### src/rtl/ip_transport_checksum_offload_assert.svh
// Assertion macros for the IPv4 transport checksum offload block.
// Expects clk_i and rst_ni in the scope of each use.
`ifndef IP_TRANSPORT_CHECKSUM_OFFLOAD_ASSERT_SVH
`define IP_TRANSPORT_CHECKSUM_OFFLOAD_ASSERT_SVH

// same-cycle implication
`define ITCO_ASSERT_IMPL(label, ante, cons, msg) \
  label: assert property (@(posedge clk_i) disable iff (!rst_ni) (ante) |-> (cons)) \
    else $error(msg);

// next-cycle implication
`define ITCO_ASSERT_NEXT(label, ante, cons, msg) \
  label: assert property (@(posedge clk_i) disable iff (!rst_ni) (ante) |=> (cons)) \
    else $error(msg);

`endif

### src/rtl/itco_pkg.sv
// Shared types and constants for the IPv4 transport checksum offload block.
// No dependencies.
`default_nettype none

package itco_pkg;

  localparam int unsigned POS_W      = 17;
  localparam int unsigned LEN_W      = 16;
  localparam int unsigned HDR_W      = 6;
  localparam int unsigned OFF_W      = 7;
  localparam int unsigned TERM_W     = 18;
  localparam int unsigned SUM_W      = 32;
  localparam int unsigned CSUM_W     = 16;
  localparam int unsigned FIFO_DEPTH = 4;
  localparam int unsigned FIFO_PTR_W = $clog2(FIFO_DEPTH);
  localparam int unsigned FIFO_CNT_W = $clog2(FIFO_DEPTH + 1);

  localparam logic [POS_W-1:0] POS_MAX = '1;

  localparam logic [7:0] PROTO_IP   = 8'd0;
  localparam logic [7:0] PROTO_ICMP = 8'd1;
  localparam logic [7:0] PROTO_TCP  = 8'd6;
  localparam logic [7:0] PROTO_UDP  = 8'd17;

  localparam logic [OFF_W-1:0] IP_CSUM_OFF   = 7'd10;
  localparam logic [OFF_W-1:0] TCP_CSUM_REL  = 7'd16;
  localparam logic [OFF_W-1:0] UDP_CSUM_REL  = 7'd6;
  localparam logic [OFF_W-1:0] ICMP_CSUM_REL = 7'd2;

  localparam logic [POS_W-1:0] PSEUDO_FIRST = 17'd12;
  localparam logic [POS_W-1:0] PSEUDO_LAST  = 17'd19;

  localparam logic [3:0] IP_VERSION = 4'd4;

  typedef enum logic [1:0] {
    STATUS_OK,
    STATUS_ZERO_LEN,
    STATUS_BAD_VER,
    STATUS_BAD_PROTO
  } status_e;

  typedef struct packed {
    logic              first;
    logic              last;
    logic [TERM_W-1:0] term;
    status_e           status;
    logic [OFF_W-1:0]  offset;
  } entry_t;

endpackage

`default_nettype wire

### src/rtl/itco_if.sv
// Valid/ready channel interfaces for packet bytes in and checksum results out.
// No dependencies.
`default_nettype none

interface itco_in_if;
  logic       valid;
  logic       ready;
  logic [7:0] data_byte;
  logic       last_byte;
  logic [7:0] protocol_select;
  logic [15:0] segment_length;

  modport source (output valid, data_byte, last_byte, protocol_select, segment_length,
                  input ready);
  modport sink (input valid, data_byte, last_byte, protocol_select, segment_length,
                output ready);
endinterface

interface itco_out_if;
  logic        valid;
  logic        ready;
  logic [15:0] checksum_value;
  logic [6:0]  checksum_offset;
  logic [1:0]  status;

  modport source (output valid, checksum_value, checksum_offset, status, input ready);
  modport sink (input valid, checksum_value, checksum_offset, status, output ready);
endinterface

`default_nettype wire

### src/rtl/itco_fifo.sv
// Short flop queue of classified beats between front and back.
// Depends on itco_pkg.
`default_nettype none

module itco_fifo (
  input  wire logic            clk_i,
  input  wire logic            rst_ni,
  input  wire logic            push_i,
  input  itco_pkg::entry_t     push_entry_i,
  output logic                 full_o,
  input  wire logic            pop_i,
  output itco_pkg::entry_t     head_o,
  output logic                 empty_o
);

  itco_pkg::entry_t mem_q [itco_pkg::FIFO_DEPTH];
  logic [itco_pkg::FIFO_PTR_W-1:0] wr_ptr_q, wr_ptr_d;
  logic [itco_pkg::FIFO_PTR_W-1:0] rd_ptr_q, rd_ptr_d;
  logic [itco_pkg::FIFO_CNT_W-1:0] count_q, count_d;

  localparam logic [itco_pkg::FIFO_PTR_W-1:0] PtrLast =
    itco_pkg::FIFO_PTR_W'(itco_pkg::FIFO_DEPTH - 1);
  localparam logic [itco_pkg::FIFO_CNT_W-1:0] CntFull =
    itco_pkg::FIFO_CNT_W'(itco_pkg::FIFO_DEPTH);

  assign full_o  = (count_q == CntFull);
  assign empty_o = (count_q == '0);
  assign head_o  = mem_q[rd_ptr_q];

  always_comb begin
    wr_ptr_d = wr_ptr_q;
    rd_ptr_d = rd_ptr_q;
    count_d  = count_q;
    if (push_i) begin
      wr_ptr_d = (wr_ptr_q == PtrLast) ? '0 : wr_ptr_q + 1'b1;
    end
    if (pop_i) begin
      rd_ptr_d = (rd_ptr_q == PtrLast) ? '0 : rd_ptr_q + 1'b1;
    end
    unique case ({push_i, pop_i})
      2'b10:   count_d = count_q + 1'b1;
      2'b01:   count_d = count_q - 1'b1;
      default: count_d = count_q;
    endcase
  end

  always_ff @(posedge clk_i or negedge rst_ni) begin
    if (!rst_ni) begin
      wr_ptr_q <= '0;
      rd_ptr_q <= '0;
      count_q  <= '0;
    end else begin
      wr_ptr_q <= wr_ptr_d;
      rd_ptr_q <= rd_ptr_d;
      count_q  <= count_d;
    end
  end

  always_ff @(posedge clk_i) begin
    if (push_i) begin
      mem_q[wr_ptr_q] <= push_entry_i;
    end
  end

endmodule

`default_nettype wire

### src/rtl/itco_front.sv
// Front end: takes packet beats, tracks position and header fields, and
// turns each beat into a checksum term plus result status. Depends on itco_pkg.
`default_nettype none

module itco_front (
  input  wire logic        clk_i,
  input  wire logic        rst_ni,
  itco_in_if.sink          in_i,
  output logic             push_o,
  output itco_pkg::entry_t entry_o,
  input  wire logic        full_i
);

  logic [itco_pkg::POS_W-1:0] pos_q, pos_d;
  logic [itco_pkg::HDR_W-1:0] hdr_q, hdr_d;
  logic                       vgood_q, vgood_d;
  logic [7:0]                 proto_q, proto_d;
  logic [itco_pkg::LEN_W-1:0] len_q, len_d;

  logic                       first;
  logic                       is_ip, is_icmp, is_tcp, is_udp, is_l4, known;
  logic [itco_pkg::OFF_W-1:0] off;
  logic [itco_pkg::POS_W-1:0] hdr_ext, off_ext, seg_end;
  logic [15:0]                bval;
  logic                       ip_hit, seg_hit, pse_hit;
  logic [itco_pkg::TERM_W-1:0] term;
  itco_pkg::status_e          status;

  assign in_i.ready = !full_i;
  assign push_o     = in_i.valid && !full_i;
  assign first      = (pos_q == '0);

  always_comb begin
    proto_d = first ? in_i.protocol_select : proto_q;
    len_d   = first ? in_i.segment_length : len_q;
    hdr_d   = first ? {in_i.data_byte[3:0], 2'b00} : hdr_q;
    vgood_d = first ? (in_i.data_byte[7:4] == itco_pkg::IP_VERSION) : vgood_q;

    is_ip   = (proto_d == itco_pkg::PROTO_IP);
    is_icmp = (proto_d == itco_pkg::PROTO_ICMP);
    is_tcp  = (proto_d == itco_pkg::PROTO_TCP);
    is_udp  = (proto_d == itco_pkg::PROTO_UDP);
    is_l4   = is_tcp || is_udp;
    known   = is_ip || is_icmp || is_l4;

    priority if (is_tcp) begin
      off = {1'b0, hdr_d} + itco_pkg::TCP_CSUM_REL;
    end else if (is_udp) begin
      off = {1'b0, hdr_d} + itco_pkg::UDP_CSUM_REL;
    end else if (is_icmp) begin
      off = {1'b0, hdr_d} + itco_pkg::ICMP_CSUM_REL;
    end else begin
      off = itco_pkg::IP_CSUM_OFF;
    end

    hdr_ext = {{(itco_pkg::POS_W - itco_pkg::HDR_W){1'b0}}, hdr_d};
    off_ext = {{(itco_pkg::POS_W - itco_pkg::OFF_W){1'b0}}, off};
    seg_end = hdr_ext + {{(itco_pkg::POS_W - itco_pkg::LEN_W){1'b0}}, len_d};
    bval    = pos_q[0] ? {8'h00, in_i.data_byte} : {in_i.data_byte, 8'h00};

    ip_hit  = is_ip && (pos_q < hdr_ext) && (pos_q != itco_pkg::POS_W'(10))
              && (pos_q != itco_pkg::POS_W'(11));
    seg_hit = (is_icmp || is_l4) && (pos_q >= hdr_ext) && (pos_q < seg_end)
              && (pos_q != off_ext) && (pos_q != off_ext + 1'b1);
    pse_hit = is_l4 && (pos_q >= itco_pkg::PSEUDO_FIRST)
              && (pos_q <= itco_pkg::PSEUDO_LAST);

    term = (ip_hit  ? {2'b00, bval} : '0)
         + (seg_hit ? {2'b00, bval} : '0)
         + (pse_hit ? {2'b00, bval} : '0)
         + ((first && is_l4) ? ({10'd0, proto_d} + {2'b00, len_d}) : '0);

    priority if ((len_d == '0) && !is_ip) begin
      status = itco_pkg::STATUS_ZERO_LEN;
    end else if (!vgood_d) begin
      status = itco_pkg::STATUS_BAD_VER;
    end else if (!known) begin
      status = itco_pkg::STATUS_BAD_PROTO;
    end else begin
      status = itco_pkg::STATUS_OK;
    end

    entry_o.first  = first;
    entry_o.last   = in_i.last_byte;
    entry_o.term   = term;
    entry_o.status = status;
    entry_o.offset = (status == itco_pkg::STATUS_OK) ? off : '0;

    pos_d = pos_q;
    if (push_o) begin
      if (in_i.last_byte) begin
        pos_d = '0;
      end else if (pos_q != itco_pkg::POS_MAX) begin
        pos_d = pos_q + 1'b1;
      end
    end
  end

  always_ff @(posedge clk_i or negedge rst_ni) begin
    if (!rst_ni) begin
      pos_q   <= '0;
      hdr_q   <= '0;
      vgood_q <= 1'b0;
      proto_q <= '0;
      len_q   <= '0;
    end else if (push_o) begin
      pos_q   <= pos_d;
      hdr_q   <= hdr_d;
      vgood_q <= vgood_d;
      proto_q <= proto_d;
      len_q   <= len_d;
    end
  end

endmodule

`default_nettype wire

### src/rtl/itco_back.sv
// Back end: accumulates queued terms, then folds and complements the sum
// into a registered result beat, zero on error status. Depends on itco_pkg.
`default_nettype none

module itco_back (
  input  wire logic        clk_i,
  input  wire logic        rst_ni,
  input  itco_pkg::entry_t head_i,
  input  wire logic        avail_i,
  output logic             pop_o,
  itco_out_if.source       out_o
);

  logic [itco_pkg::SUM_W-1:0]  acc_q, acc_d;
  logic                        fin_valid_q;
  logic [itco_pkg::SUM_W-1:0]  fin_sum_q;
  itco_pkg::status_e           fin_status_q;
  logic [itco_pkg::OFF_W-1:0]  fin_offset_q;

  logic                        out_valid_q;
  logic [itco_pkg::CSUM_W-1:0] out_value_q;
  logic [itco_pkg::OFF_W-1:0]  out_offset_q;
  itco_pkg::status_e           out_status_q;

  logic                        fin_move;
  logic [itco_pkg::CSUM_W:0]   fold1;
  logic [itco_pkg::CSUM_W-1:0] fold2;

  assign fin_move = fin_valid_q && (!out_valid_q || out_o.ready);
  assign pop_o    = avail_i && (!head_i.last || !fin_valid_q || fin_move);

  always_comb begin
    acc_d = head_i.first
          ? {{(itco_pkg::SUM_W - itco_pkg::TERM_W){1'b0}}, head_i.term}
          : acc_q + {{(itco_pkg::SUM_W - itco_pkg::TERM_W){1'b0}}, head_i.term};
    fold1 = {1'b0, fin_sum_q[31:16]} + {1'b0, fin_sum_q[15:0]};
    fold2 = fold1[itco_pkg::CSUM_W-1:0] + {{(itco_pkg::CSUM_W - 1){1'b0}}, fold1[16]};
  end

  always_ff @(posedge clk_i or negedge rst_ni) begin
    if (!rst_ni) begin
      fin_valid_q <= 1'b0;
      out_valid_q <= 1'b0;
    end else begin
      if (pop_o && head_i.last) begin
        fin_valid_q <= 1'b1;
      end else if (fin_move) begin
        fin_valid_q <= 1'b0;
      end
      if (fin_move) begin
        out_valid_q <= 1'b1;
      end else if (out_o.ready) begin
        out_valid_q <= 1'b0;
      end
    end
  end

  always_ff @(posedge clk_i) begin
    if (pop_o) begin
      acc_q <= acc_d;
    end
    if (pop_o && head_i.last) begin
      fin_sum_q    <= acc_d;
      fin_status_q <= head_i.status;
      fin_offset_q <= head_i.offset;
    end
    if (fin_move) begin
      out_value_q  <= (fin_status_q == itco_pkg::STATUS_OK) ? ~fold2 : '0;
      out_offset_q <= fin_offset_q;
      out_status_q <= fin_status_q;
    end
  end

  assign out_o.valid           = out_valid_q;
  assign out_o.checksum_value  = out_value_q;
  assign out_o.checksum_offset = out_offset_q;
  assign out_o.status          = out_status_q;

endmodule

`default_nettype wire

### src/rtl/ip_transport_checksum_offload.sv
// Top level of the IPv4 transport checksum offload block.
// Depends on itco_pkg, itco_if, itco_front, itco_fifo, itco_back and the assert header.
`default_nettype none

// Packet bytes enter one beat per cycle, starting at the IPv4 header; the
// protocol select and segment length are sampled with the first beat. A result
// beat (checksum, its byte offset in the packet, status) goes through a final-sum
// register and the output register after the beat marked last leaves the queue, once
// the output is free. Sustained rate is one beat per clock: the front classifies
// a beat combinationally and the back does one accumulator add per cycle, with a
// four-entry queue between them, so a stalled output blocks the input only when full.
`include "ip_transport_checksum_offload_assert.svh"

module ip_transport_checksum_offload (
  input  wire logic  clk_i,
  input  wire logic  rst_ni,
  itco_in_if.sink    in_i,
  itco_out_if.source out_o
);

  logic             push;
  logic             fifo_full;
  logic             fifo_empty;
  logic             pop;
  itco_pkg::entry_t push_entry;
  itco_pkg::entry_t head;

  itco_front u_front (
    .clk_i   (clk_i),
    .rst_ni  (rst_ni),
    .in_i    (in_i),
    .push_o  (push),
    .entry_o (push_entry),
    .full_i  (fifo_full)
  );

  itco_fifo u_fifo (
    .clk_i        (clk_i),
    .rst_ni       (rst_ni),
    .push_i       (push),
    .push_entry_i (push_entry),
    .full_o       (fifo_full),
    .pop_i        (pop),
    .head_o       (head),
    .empty_o      (fifo_empty)
  );

  itco_back u_back (
    .clk_i   (clk_i),
    .rst_ni  (rst_ni),
    .head_i  (head),
    .avail_i (!fifo_empty),
    .pop_o   (pop),
    .out_o   (out_o)
  );

  `ITCO_ASSERT_IMPL(a_no_overflow, push, !fifo_full, "queue push while full")
  `ITCO_ASSERT_IMPL(a_no_underflow, pop, !fifo_empty, "queue pop while empty")
  `ITCO_ASSERT_IMPL(a_err_no_offset, push && (push_entry.status != itco_pkg::STATUS_OK),
                    push_entry.offset == '0, "error beat carries an offset")
  `ITCO_ASSERT_NEXT(a_last_rearms, in_i.valid && in_i.ready && in_i.last_byte,
                    u_front.first, "front did not rearm after last beat")

endmodule

`default_nettype wire

### src/flat_wrapper.sv
// flat-port wrapper written by rule: the top's interface ports become plain ports
module ip_transport_checksum_offload_flat 
  (clk_i, rst_ni, in_i_valid, in_i_data_byte, in_i_last_byte, in_i_protocol_select, in_i_segment_length, in_i_ready, out_o_valid, out_o_checksum_value, out_o_checksum_offset, out_o_status, out_o_ready);
  itco_in_if in_i_i ();
  itco_out_if out_o_i ();
  input  wire logic clk_i;
  input  wire logic rst_ni;
  input wire logic [$bits(in_i_i.valid)-1:0] in_i_valid;
  input wire logic [$bits(in_i_i.data_byte)-1:0] in_i_data_byte;
  input wire logic [$bits(in_i_i.last_byte)-1:0] in_i_last_byte;
  input wire logic [$bits(in_i_i.protocol_select)-1:0] in_i_protocol_select;
  input wire logic [$bits(in_i_i.segment_length)-1:0] in_i_segment_length;
  output wire logic [$bits(in_i_i.ready)-1:0] in_i_ready;
  output wire logic [$bits(out_o_i.valid)-1:0] out_o_valid;
  output wire logic [$bits(out_o_i.checksum_value)-1:0] out_o_checksum_value;
  output wire logic [$bits(out_o_i.checksum_offset)-1:0] out_o_checksum_offset;
  output wire logic [$bits(out_o_i.status)-1:0] out_o_status;
  input wire logic [$bits(out_o_i.ready)-1:0] out_o_ready;
  assign in_i_i.valid = in_i_valid;
  assign in_i_i.data_byte = in_i_data_byte;
  assign in_i_i.last_byte = in_i_last_byte;
  assign in_i_i.protocol_select = in_i_protocol_select;
  assign in_i_i.segment_length = in_i_segment_length;
  assign in_i_ready = in_i_i.ready;
  assign out_o_valid = out_o_i.valid;
  assign out_o_checksum_value = out_o_i.checksum_value;
  assign out_o_checksum_offset = out_o_i.checksum_offset;
  assign out_o_status = out_o_i.status;
  assign out_o_i.ready = out_o_ready;
  ip_transport_checksum_offload u_core (.clk_i(clk_i), .rst_ni(rst_ni), .in_i(in_i_i), .out_o(out_o_i));
endmodule
### config.mk
export PLATFORM = sky130hd
export DESIGN_NAME = ip_transport_checksum_offload_flat
export DESIGN_NICKNAME = d
export VERILOG_FILES = /design/src/rtl/itco_pkg.sv /design/src/rtl/itco_if.sv /design/src/rtl/itco_fifo.sv /design/src/rtl/itco_front.sv /design/src/rtl/itco_back.sv /design/src/rtl/ip_transport_checksum_offload.sv /design/src/flat_wrapper.sv
export VERILOG_INCLUDE_DIRS = /design/src /design/src/rtl
export SDC_FILE = /design/constraint.sdc
export NUM_CORES = 1
export LEC_CHECK = 0
export ABC_AREA = 1
export BUFFER_PORTS_ARGS = -buffer_cell sky130_fd_sc_hd__clkbuf_2
export CAP_MARGIN = 0
export CORE_ASPECT_RATIO = 1.1
export CORE_MARGIN = 2
export CORE_UTILIZATION = 31
export CTS_CLUSTER_DIAMETER = 60
export DETAILED_ROUTE_END_ITERATION = 10
export PLACE_DENSITY_LB_ADDON = 0.12
export SLEW_MARGIN = 10
export SYNTH_ARGS = -nofsm -noshare
export SYNTH_HDL_FRONTEND = slang
export SYNTH_SLANG_ARGS = --single-unit
### constraint.sdc
create_clock -name clk_i -period 8.65 [get_ports clk_i]
set_input_delay 1.2975 -clock clk_i [delete_from_list [all_inputs] [get_ports clk_i]]
set_output_delay 1.2975 -clock clk_i [all_outputs]
set_load 0.05 [all_outputs]
==> impl_metrics.yaml, run 1 <==
routing:
  dr.pass1.iters: 5
  number_of_vias_in_the_routed_layout: 12900
  drtIter0Drc: 588
  wl_per_cell_um: 16.5
  detail_route.vias_per_cell: 4.67
  drtAntennaViolNets: 0
  detail_route.wirelength_um: 45400
  drc: 0
setup_path:
  r2r_slack_ps: 740
  cp-start-kind: "register"
  crit_path_top_delay_cell: "dfrtp_1"
  crit_required_ps: 8930
  regToRegEndpoint: "u_core.u_fifo.mem_q[3][26]"
  worstSetupEndpointType: "register"
  r2r_cells: 48
  crit_path_max_fanout: 8
  worstSetupPathType: "register to register"
  worst-endpoint-arrival_ps: 8200
  critical_path.max_stage_delay_ps: 500
  timing.critical_path.from: "u_core.u_front.pos_q[2]"
  launch_instance_of_the_worst_register_to_register_path: "u_core.u_front.pos_q[2]"
  endpoint: "u_core.u_fifo.mem_q[3][26]"
  critical_path.most_common_cell: "nand2_1"
power:
  power_per_cell_area_nw_per_um2: 435
  sequentialPowerShare_pct: 26.8
  combinationalPowerShare_pct: 54.6
  internal_power_mw: 4.55
  share_clk_of_total_power_pct: 18.6
  power.leakage_nw: 8.64
  worst_vdd_rail_ir_drop_mv: 0.194
  power.switching_mw: 4.02
  tot_pwr_mw: 8.57
  power.share.switching_pct: 46.9
yosys:
  post_synth_inst_count: 1870
  sequential_cell_area_fraction_in_the_yosys_report_pct: 46.5
  avgSynthCellArea_sq_um: 9.02
  main_combinational_cell_family_by_area_after_synthesis: "simple AND/OR/NAND/NOR gates"
  postSynth.topFlopCell: "edfxtp_1"
  fraction_of_synthesis_flops_using_an_asynchronous_set_or_reset_pin_pct: 21.0
  synth_enable_flop_cells: 214
  nets_in_the_synthesized_netlist: 2046
  synth-warning-count: 0
  simple_gate_area_share_of_the_yosys_netlist_pct: 19.7
  synth_compound_area_share_pct: 11.2
  share_of_cell_area_taken_by_muxes_after_synthesis_pct: 0
  parity_gate_share_of_the_synthesized_area_counting_xor_and_xnor_cells_pct: 3.53
  post_synth_num_cell_types: 60
  synthAdderAreaFrac_pct: 12.0
  syn_area_sq_um: 16900
  synth-seq-cells: 271
place:
  place_worst_setup_slack_ps: 237
  final_estimated_routing_congestion_in_global_placement: 0.836
  buffer_ports.inserted: 63
  dpl-instance-area_sq_um: 18300
  place_hpwl_um: 34100
global_routing:
  grt_total_usage_pct: 16.4
  grt_start_max_net_pins: 61
  first_global_vias: 12900
  grt_antenna_before_repair: 0
  grt_overflow: 0
  grt_pass1_wl_um: 71600
timing:
  fin_setup_tns_ps: 0
  final_hold_viol_count: 0
  clock-skew-final_ps: 23.7
  report.final.setup_viol: 0
  slew_violations: 0
  fin_worst_hold_slack_ps: 420
  setup_repair_after_global_routing_missed_its_margin: "no"
  post-route-period-util_pct: 91.5
  fin_ws_ps: 736
  clock.fmax_mhz: 126
  timing.slew.headroom_pct: 37.7
  finalWorstPathRequiredPeriod_ps: 7910
  max_slew.worst_pin.slew_ps: 932
cts:
  cts-root-buf: "clkbuf_16"
  cts_buffers: 38
  clock_insertion_delay_worst_skew_ps: 560
  cts-htree-levels: 2
  clk_pin_slew_worst_paths_ps: 60
  tritoncts: "done"
  cts_sinks: 271
  cts_buffer_depth: 3
layout:
  mostFrequentLayoutCells: "nand2_1, inv_1, edfxtp_1"
  final_stage_net_count: 2170
  stdcell_area_sq_um: 19700
  drive_above_1_share_pct: 13.2
  layout-area-overhead-vs-synth_pct: 16.8
  final_common_cell: "nand2_1"
min_path:
  worstHoldStart: "u_core.u_back.fin_offset_q[5]"
  hp-class: "register to register"
floorplanning:
  initial_utilization_pct: 31.4
  fp.coreArea_sq_um: 53700
  floorplan.die.height_um: 249
  fp.dieArea_sq_um: 56300
  rows: 89
  floorplan.io_pins: 64
  dieWidth_um: 226
job:
  maxCapViolations: 0
status:
  status: "finished, final reports clean"
state kept, by name, summed over array words and instances, names as in the netlist:
register / count
u_core.u_fifo.mem_q: 116
u_core.u_back.acc_q: 32
u_core.u_back.fin_sum_q: 32
u_core.u_front.pos_q: 17
u_core.u_back.out_o.checksum_value: 16
u_core.u_front.len_q: 16
u_core.u_front.proto_q: 8
u_core.u_back.fin_offset_q: 7
u_core.u_back.out_o.checksum_offset: 7
u_core.u_front.hdr_q: 6
u_core.u_fifo.count_q: 3
u_core.u_back.fin_status_q: 2
u_core.u_back.out_o.status: 2
u_core.u_fifo.rd_ptr_q: 2
u_core.u_fifo.wr_ptr_q: 2
u_core.u_back.fin_valid_q: 1
u_core.u_back.out_o.valid: 1
u_core.u_front.vgood_q: 1
worst max-delay path, delay by kind of cell, from the launching register on:
| family | cells | cell delay, ps |
|---|---|---|
| simple gates | 22 | 2320 |
| flops | 1 | 500 |
| xor+xnor | 1 | 140 |
| fa+ha+maj | 5 | 2070 |
| buf+inv | 7 | 960 |
| compound gates | 13 | 1650 |
per-stage QoR:
stage	util [%]	cells
floorplan	-	1870
global placement	34.1	2677
detailed placement	34.1	2677
CTS	36.5	2747
global route	36.7	2752
finish	36.7	2753
area by class of cell:
| cell class | count | area, sq um |
|---|---|---|
| Antenna cell | 1 | 2.50 |
| Fill cell | 5543 | 34000 |
| Sequential cell | 271 | 7850 |
| Inverter | 256 | 961 |
| Clock buffer | 46 | 1000 |
| Multi-Input combinational cell | 1302 | 7910 |
| Clock inverter | 24 | 283 |
| Timing Repair Buffer | 125 | 781 |
| Tap cell | 728 | 911 |
synthesized netlist by cell type, drive strengths merged, types with 2 or more instances:
library cell / instances / area, sq um
nand2: 356 / 1440
inv: 255 / 957
nor2: 238 / 1010
edfxtp: 214 / 6430
o21ai: 172 / 876
ha: 102 / 1280
a21oi: 101 / 505
nand3: 97 / 518
dfrtp: 57 / 1430
xor2: 51 / 447
fa: 37 / 741
clkbuf: 33 / 134
o22ai: 27 / 169
nor3: 24 / 125
nand4: 18 / 119
xnor2: 17 / 149
nor4: 9 / 62.6
a31oi: 7 / 43.8
buf: 7 / 87.6
o21bai: 7 / 52.6
a211oi: 5 / 37.5
or2: 5 / 31.3
a21boi: 4 / 30.0
a21o: 4 / 30.0
o211ai: 3 / 22.5
o21a: 3 / 22.5
a221oi: 2 / 17.5
a32oi: 2 / 17.5
power groups by stage:
stage | combinational [mW] | clock [mW] | sequential [mW]
2_1_floorplan | 3.13 | 0 | 2.49
3_5_place_dp | 4.70 | 0 | 2.32
6_report | 4.68 | 1.59 | 2.30
4_1_cts | 4.71 | 1.65 | 2.30
5_1_grt | 5.31 | 1.70 | 2.34
3_3_place_gp | 4.66 | 0 | 2.32
worst min path at each step:
stage,to,depth (start not counted)
floorplan,u_core.u_back.out_o.checksum_offset[0],0
global placement,u_core.u_back.out_o.checksum_offset[3],0
detailed placement,u_core.u_back.out_o.checksum_offset[5],0
CTS,u_core.u_back.out_o.checksum_offset[5],0
global route,u_core.u_back.out_o.checksum_offset[4],0
finish,u_core.u_back.out_o.checksum_offset[5],0
what timing repair did:
action / in CTS / in global routing
resized for setup: 0 / 17
setup endpoints to repair: 0 / 28
hold buffers: 0 / 0
hold endpoints to repair: 0 / 0
setup buffers: 0 / 5
logic make-up (layout without fill, tap and decap cells):
group / count (synthesis) / in the layout
simple gates: 751 / 751
xor+xnor: 68 / 68
fa+ha+maj: 139 / 139
compound gates: 344 / 344
other cells: 0 / 1
buf+inv: 297 / 451
flops: 271 / 271
metal layers:
| metal | global-route usage [%] | routed length, um | up-vias |
|---|---|---|---|
| met5 | 0 | 0 | - |
| li1 | - | - | 6533 |
| met4 | 7.03 | 1950 | 0 |
| met2 | 29.1 | 22600 | 207 |
| met1 | 19.5 | 19400 | 6038 |
| met3 | 2.59 | 1450 | 90 |
Power figures use the tool's default switching activity.
==> run 2: changes to the inputs <==
CELL_PAD_IN_SITES_DETAIL_PLACEMENT = 1   (was not set)
CELL_PAD_IN_SITES_GLOBAL_PLACEMENT = 2   (was not set)
PLACE_DENSITY = 0.7   (was not set)
PLACE_DENSITY_LB_ADDON = not set   (was 0.12)
==> impl_metrics.yaml, run 2 (synthesis results as in run 1) <==
cts:
  cts_buffers: 38
  cts_sinks: 271
  clock_insertion_delay_worst_skew_ps: 550
  clk_pin_slew_worst_paths_ps: 60
  cts_buffer_depth: 3
  cts-root-buf: "clkbuf_16"
  tritoncts: "done"
  cts-htree-levels: 2
place:
  dpl-instance-area_sq_um: 18200
  place_hpwl_um: 36900
  final_estimated_routing_congestion_in_global_placement: 0.842
  buffer_ports.inserted: 63
  number_of_placed_instances_with_taps_included: 2663
layout:
  final_stage_net_count: 2155
  layout-area-overhead-vs-synth_pct: 16.0
  mostFrequentLayoutCells: "nand2_1, inv_1, edfxtp_1"
  reg_top3: "u_core.u_fifo.mem_q: 116 flops, u_core.u_back.acc_q: 32 flops, u_core.u_back.fin_sum_q: 32 flops"
  largest-register: "u_core.u_fifo.mem_q"
  final_layout_fill_cell_count: 6307
  drive_above_1_share_pct: 12.9
  number_of_antenna_cells_inserted: 0
  final_common_cell: "nand2_1"
  fin_cells: 2733
  stdcell_area_sq_um: 19600
  largest_register_ffs: 116
min_path:
  hp-class: "register to register"
setup_path:
  timing.critical_path.from: "u_core.u_front.pos_q[1]"
  cp-start-kind: "register"
  crit_path_top_delay_cell: "fa_1"
  crit_path_max_fanout: 13
  launch_instance_of_the_worst_register_to_register_path: "u_core.u_front.pos_q[1]"
  worstSetupPathType: "register to register"
  crit_required_ps: 8910
  endpoint: "u_core.u_fifo.mem_q[3][25]"
  r2r_slack_ps: 710
  critical_path.most_common_cell: "nand2_1"
  critical_path.max_stage_delay_ps: 520
  worstSetupEndpointType: "register"
  regToRegEndpoint: "u_core.u_fifo.mem_q[3][25]"
  worst-endpoint-arrival_ps: 8200
  r2r_cells: 50
timing:
  finalWorstPathRequiredPeriod_ps: 7940
  slew_violations: 0
  timing.slew.headroom_pct: 41.4
  post-route-period-util_pct: 91.8
  report.final.setup_viol: 0
  clock-skew-final_ps: 24.7
  clock.fmax_mhz: 126
  final_hold_viol_count: 0
  max_slew.worst_pin.slew_ps: 874
job:
  maxCapViolations: 0
routing:
  number_of_vias_in_the_routed_layout: 13200
  dr.pass1.iters: 5
  wl_per_cell_um: 17.6
  drtAntennaViolNets: 0
  drc: 0
  detail_route.vias_per_cell: 4.82
  detail_route.wirelength_um: 48000
  drtIter0Drc: 499
power:
  power_per_cell_area_nw_per_um2: 435
  power.leakage_nw: 8.54
  worst_vdd_rail_ir_drop_mv: 0.195
status:
  status: "finished, final reports clean"
global_routing:
  grt_total_usage_pct: 17.5
  grt_pass1_wl_um: 77400
  first_global_vias: 14100
  grt_overflow: 0
  grt_start_max_net_pins: 62
  grt_antenna_before_repair: 1
floorplanning:
  floorplan.io_pins: 64
  initial_utilization_pct: 31.4
  fp.dieArea_sq_um: 56300
  fp.coreArea_sq_um: 53700
  floorplan.die.height_um: 249
  rows: 89
  dieWidth_um: 226
run 2: how the worst min path moves through the flow:
stage / startpoint / to / slack (ps) / cells after the start
after floorplan: u_core.u_back.fin_offset_q[0] / u_core.u_back.out_o.checksum_offset[0] / 400 / 0
after global placement: u_core.u_back.fin_offset_q[5] / u_core.u_back.out_o.checksum_offset[5] / 400 / 0
after detailed placement: u_core.u_back.fin_offset_q[5] / u_core.u_back.out_o.checksum_offset[5] / 410 / 0
after CTS: u_core.u_back.fin_offset_q[5] / u_core.u_back.out_o.checksum_offset[5] / 430 / 0
after global routing: u_core.u_back.fin_offset_q[6] / u_core.u_back.out_o.checksum_offset[6] / 430 / 0
final: u_core.u_back.fin_offset_q[5] / u_core.u_back.out_o.checksum_offset[5] / 420 / 0
run 2: final cells by class:
class	instances	area [sq um]	share of cell area [%]
multi-input cells	1302	7950	40.6
flip-flops and latches	271	7850	40.1
clock buffers	43	991	5.06
inverters	256	961	4.91
well taps	728	911	4.65
repair buffers	110	672	3.43
clock inverters	23	231	1.18
run 2: worst max-delay path: cells and delay by family, from the launching register on:
family          cells  cell delay (ps)
compound gates     12             1830
xor+xnor            1              160
fa+ha+maj           6             2070
flops               1              370
buf+inv             7              850
simple gates       24             2360
run 2: timing repair:
item	4_1_cts	5_1_grt
gates resized for setup	0	30
setup endpoints to repair	0	28
hold buffers	0	0
setup buffers	0	4
run 2: metal layers:
| metal | share of wire, % | global-route usage, % | vias up | routed length (um) |
|---|---|---|---|---|
| met4 | 3.0 | 5.73 | 0 | 1440 |
| met1 | 46 | 22.7 | 6457 | 22100 |
| met3 | 3.1 | 2.49 | 70 | 1480 |
| li1 | - | - | 6502 | - |
| met5 | 0 | 0 | - | 0 |
| met2 | 48 | 29.9 | 156 | 23000 |
run 2: report_power, final:
group / switching, mW / internal, mW / total (mW)
Clock: 0.599 / 0.919 / 1.52
Sequential: 0.171 / 2.11 / 2.29
Combinational: 3.25 / 1.45 / 4.70
Total: 4.02 / 4.48 / 8.50
run 2: stage by stage:
step                worst slack [ps]  power [mW]  TNS, ps  util, %  hold WS [ps]
floorplan                        549        5.62        0        -           400
global placement                 170        6.90        0     33.9           403
detailed placement             -87.9        7.04     -626     33.9           414
CTS                              200        8.60        0     36.2           428
global route                   -3.02        9.31    -14.1     36.5           430
finish                           707        8.50        0     36.5           424
==> run 3: changes to the inputs <==
ABC_AREA = not set   (was 1)
CORE_ASPECT_RATIO = 2   (was 1.1)
PLACE_DENSITY = 0.66   (was 0.7)
==> impl_metrics.yaml, run 3 <==
layout:
  largest_register_ffs: 116
  reg_top3: "u_core.u_fifo.mem_q: 116 flops, u_core.u_back.acc_q: 32 flops, u_core.u_back.fin_sum_q: 32 flops"
  final_layout_fill_cell_count: 5865
  drive_above_1_share_pct: 21.2
  layout-area-overhead-vs-synth_pct: 17.4
  stdcell_area_sq_um: 19800
  mostFrequentLayoutCells: "edfxtp_1, nand2_1, nor2_1"
  final_common_cell: "edfxtp_1"
  final_stage_net_count: 1828
  fin_cells: 2347
  largest-register: "u_core.u_fifo.mem_q"
routing:
  dr.pass1.iters: 4
  drtIter0Drc: 405
  wl_per_cell_um: 20.9
  drtAntennaViolNets: 0
  detail_route.vias_per_cell: 5.12
  number_of_vias_in_the_routed_layout: 12000
  detail_route.wirelength_um: 49100
  drc: 0
setup_path:
  worstSetupPathType: "register to register"
  critical_path.max_stage_delay_ps: 490
  worst-endpoint-arrival_ps: 8520
  crit_path_max_fanout: 6
  worstSetupEndpointType: "register"
  crit_buf_inv: 7
  crit_required_ps: 8960
  critPathTopFamily: "simple AND/OR/NAND/NOR gates"
  cp-start-kind: "register"
  crit_path_top_delay_cell: "or3b_2"
yosys:
  fraction_of_synthesis_flops_using_an_asynchronous_set_or_reset_pin_pct: 21.0
  nets_in_the_synthesized_netlist: 1686
  syn_area_sq_um: 16800
  postSynth.topFlopCell: "edfxtp_1"
  synth_enable_flop_cells: 214
  synth.top_cell.area_share_pct: 38.2
  avgSynthCellArea_sq_um: 11.1
  yosysMostFrequentCell: "edfxtp_1"
  synth_common_cells: "edfxtp_1, nand2_1, nor2_1"
  synthDominantAreaCellType: "edfxtp_1"
  synthTopCellsByArea: "edfxtp_1, dfrtp_1, ha_1"
  synth-seq-cells: 271
  synth-warning-count: 0
  post_synth_num_cell_types: 88
  post_synth_inst_count: 1510
  sequential_cell_area_fraction_in_the_yosys_report_pct: 46.7
timing:
  post-route-period-util_pct: 94.9
  slew_violations: 0
  max_slew.worst_pin.slew_ps: 1070
  report.final.setup_viol: 0
  finalWorstPathRequiredPeriod_ps: 8210
  clock.fmax_mhz: 122
  final_hold_viol_count: 0
  timing.slew.headroom_pct: 28.5
  clock-skew-final_ps: 17.2
place:
  place_hpwl_um: 39700
  buffer_ports.inserted: 63
  number_of_placed_instances_with_taps_included: 2287
  dpl-instance-area_sq_um: 18500
  final_estimated_routing_congestion_in_global_placement: 0.889
cts:
  clock_insertion_delay_worst_skew_ps: 580
  clk_pin_slew_worst_paths_ps: 70
  cts_buffers: 29
  postCtsHoldBufs: 0
  cts-root-buf: "clkbuf_16"
  tritoncts: "done"
  cts_buffer_depth: 3
  cts_sinks: 271
  cts-htree-levels: 1
floorplanning:
  initial_utilization_pct: 31.4
  dieWidth_um: 169
  fp.dieArea_sq_um: 56300
  rows: 120
  floorplan.die.height_um: 333
  floorplan.io_pins: 64
  fp.coreArea_sq_um: 53600
global_routing:
  grt_overflow: 0
  grt_start_max_net_pins: 58
  grt_total_usage_pct: 17.7
  first_global_vias: 13600
  grt_antenna_before_repair: 1
  grt_pass1_wl_um: 76400
job:
  maxCapViolations: 0
power:
  power.leakage_nw: 8.00
  power_per_cell_area_nw_per_um2: 402
  worst_vdd_rail_ir_drop_mv: 0.218
status:
  status: "finished, final reports clean"
min_path:
  hp-class: "register to register"
-- run 3: area by class of cell --
class | count | area (sq um) | share of cell area (%)
diodes | 1 | 2.50 | 0.0127
clock buffers | 38 | 800 | 4.05
clock inverters | 16 | 209 | 1.06
inverters | 104 | 398 | 2.01
multi-input cells | 1087 | 8610 | 43.6
flip-flops and latches | 271 | 7850 | 39.8
well taps | 671 | 840 | 4.25
repair buffers | 159 | 1040 | 5.28
-- run 3: per-stage QoR --
stage / total power [mW] / hold slack [ps] / setup TNS, ps / utilization, % / worst slack, ps
CTS: 8.05 / 421 / 0 / 36.5 / 20.5
finish: 7.93 / 419 / 0 / 36.9 / 444
detailed placement: 6.70 / 405 / -5670 / 34.6 / -378
floorplan: 5.36 / 400 / 0 / - / 2.17
global placement: 6.57 / 409 / -1290 / 34.6 / -99.9
global route: 8.56 / 427 / -453 / 36.9 / -55.4
-- run 3: cells by family (layout without fill, tap and decap cells) --
family,Yosys count,after routing,share of synthesized area [%]
simple gates,513,513,15.0
flops,271,271,46.7
compound gates,237,237,9.39
buf+inv,152,317,3.60
fa+ha+maj,140,140,12.0
xor+xnor,117,117,6.09
mux,80,80,7.20
other cells,0,1,0
-- run 3: final timing paths --
check | startpoint | endpoint | slack (ps) | cells past startpoint
max in group asynchronous | rst_ni | u_core.u_fifo.rd_ptr_q[0] | 7110 | 2
min in group asynchronous | rst_ni | u_core.u_front.len_q[10] | 900 | 2
min | u_core.u_back.fin_offset_q[2] | u_core.u_back.out_o.checksum_offset[2] | 420 | 0
min reg2reg | u_core.u_back.fin_offset_q[2] | u_core.u_back.out_o.checksum_offset[2] | 420 | 0
max | u_core.u_front.pos_q[6] | u_core.u_fifo.mem_q[2][26] | 440 | 42
max reg2reg | u_core.u_front.pos_q[6] | u_core.u_fifo.mem_q[2][26] | 440 | 42
-- run 3: where the power goes --
part           switching [mW]  internal [mW]
Combinational            2.64           1.68
Sequential              0.238           2.07
Clock                   0.555          0.754
-- run 3: worst reg2reg max path, delay by kind of cell (launching register included) --
family          cells  cell delay [ps]
compound gates     14             2030
fa+ha+maj           6             2010
xor+xnor            1              160
flops               1              430
simple gates       14             2660
buf+inv             7              680
-- run 3: metal layers --
layer	part of all wire, %	track usage, %
met5	0	0
met4	5.9	9.46
met2	60	37.7
met1	32	15.4
met3	2.6	1.87
-- run 3: timing repair --
| item | in CTS | in global routing |
|---|---|---|
| hold endpoints to repair | 0 | 0 |
| buffers inserted | 1 | 4 |
| endpoints found under the setup margin | 16 | 32 |
| pin swaps | 3 | 27 |
| resized for setup | 4 | 34 |
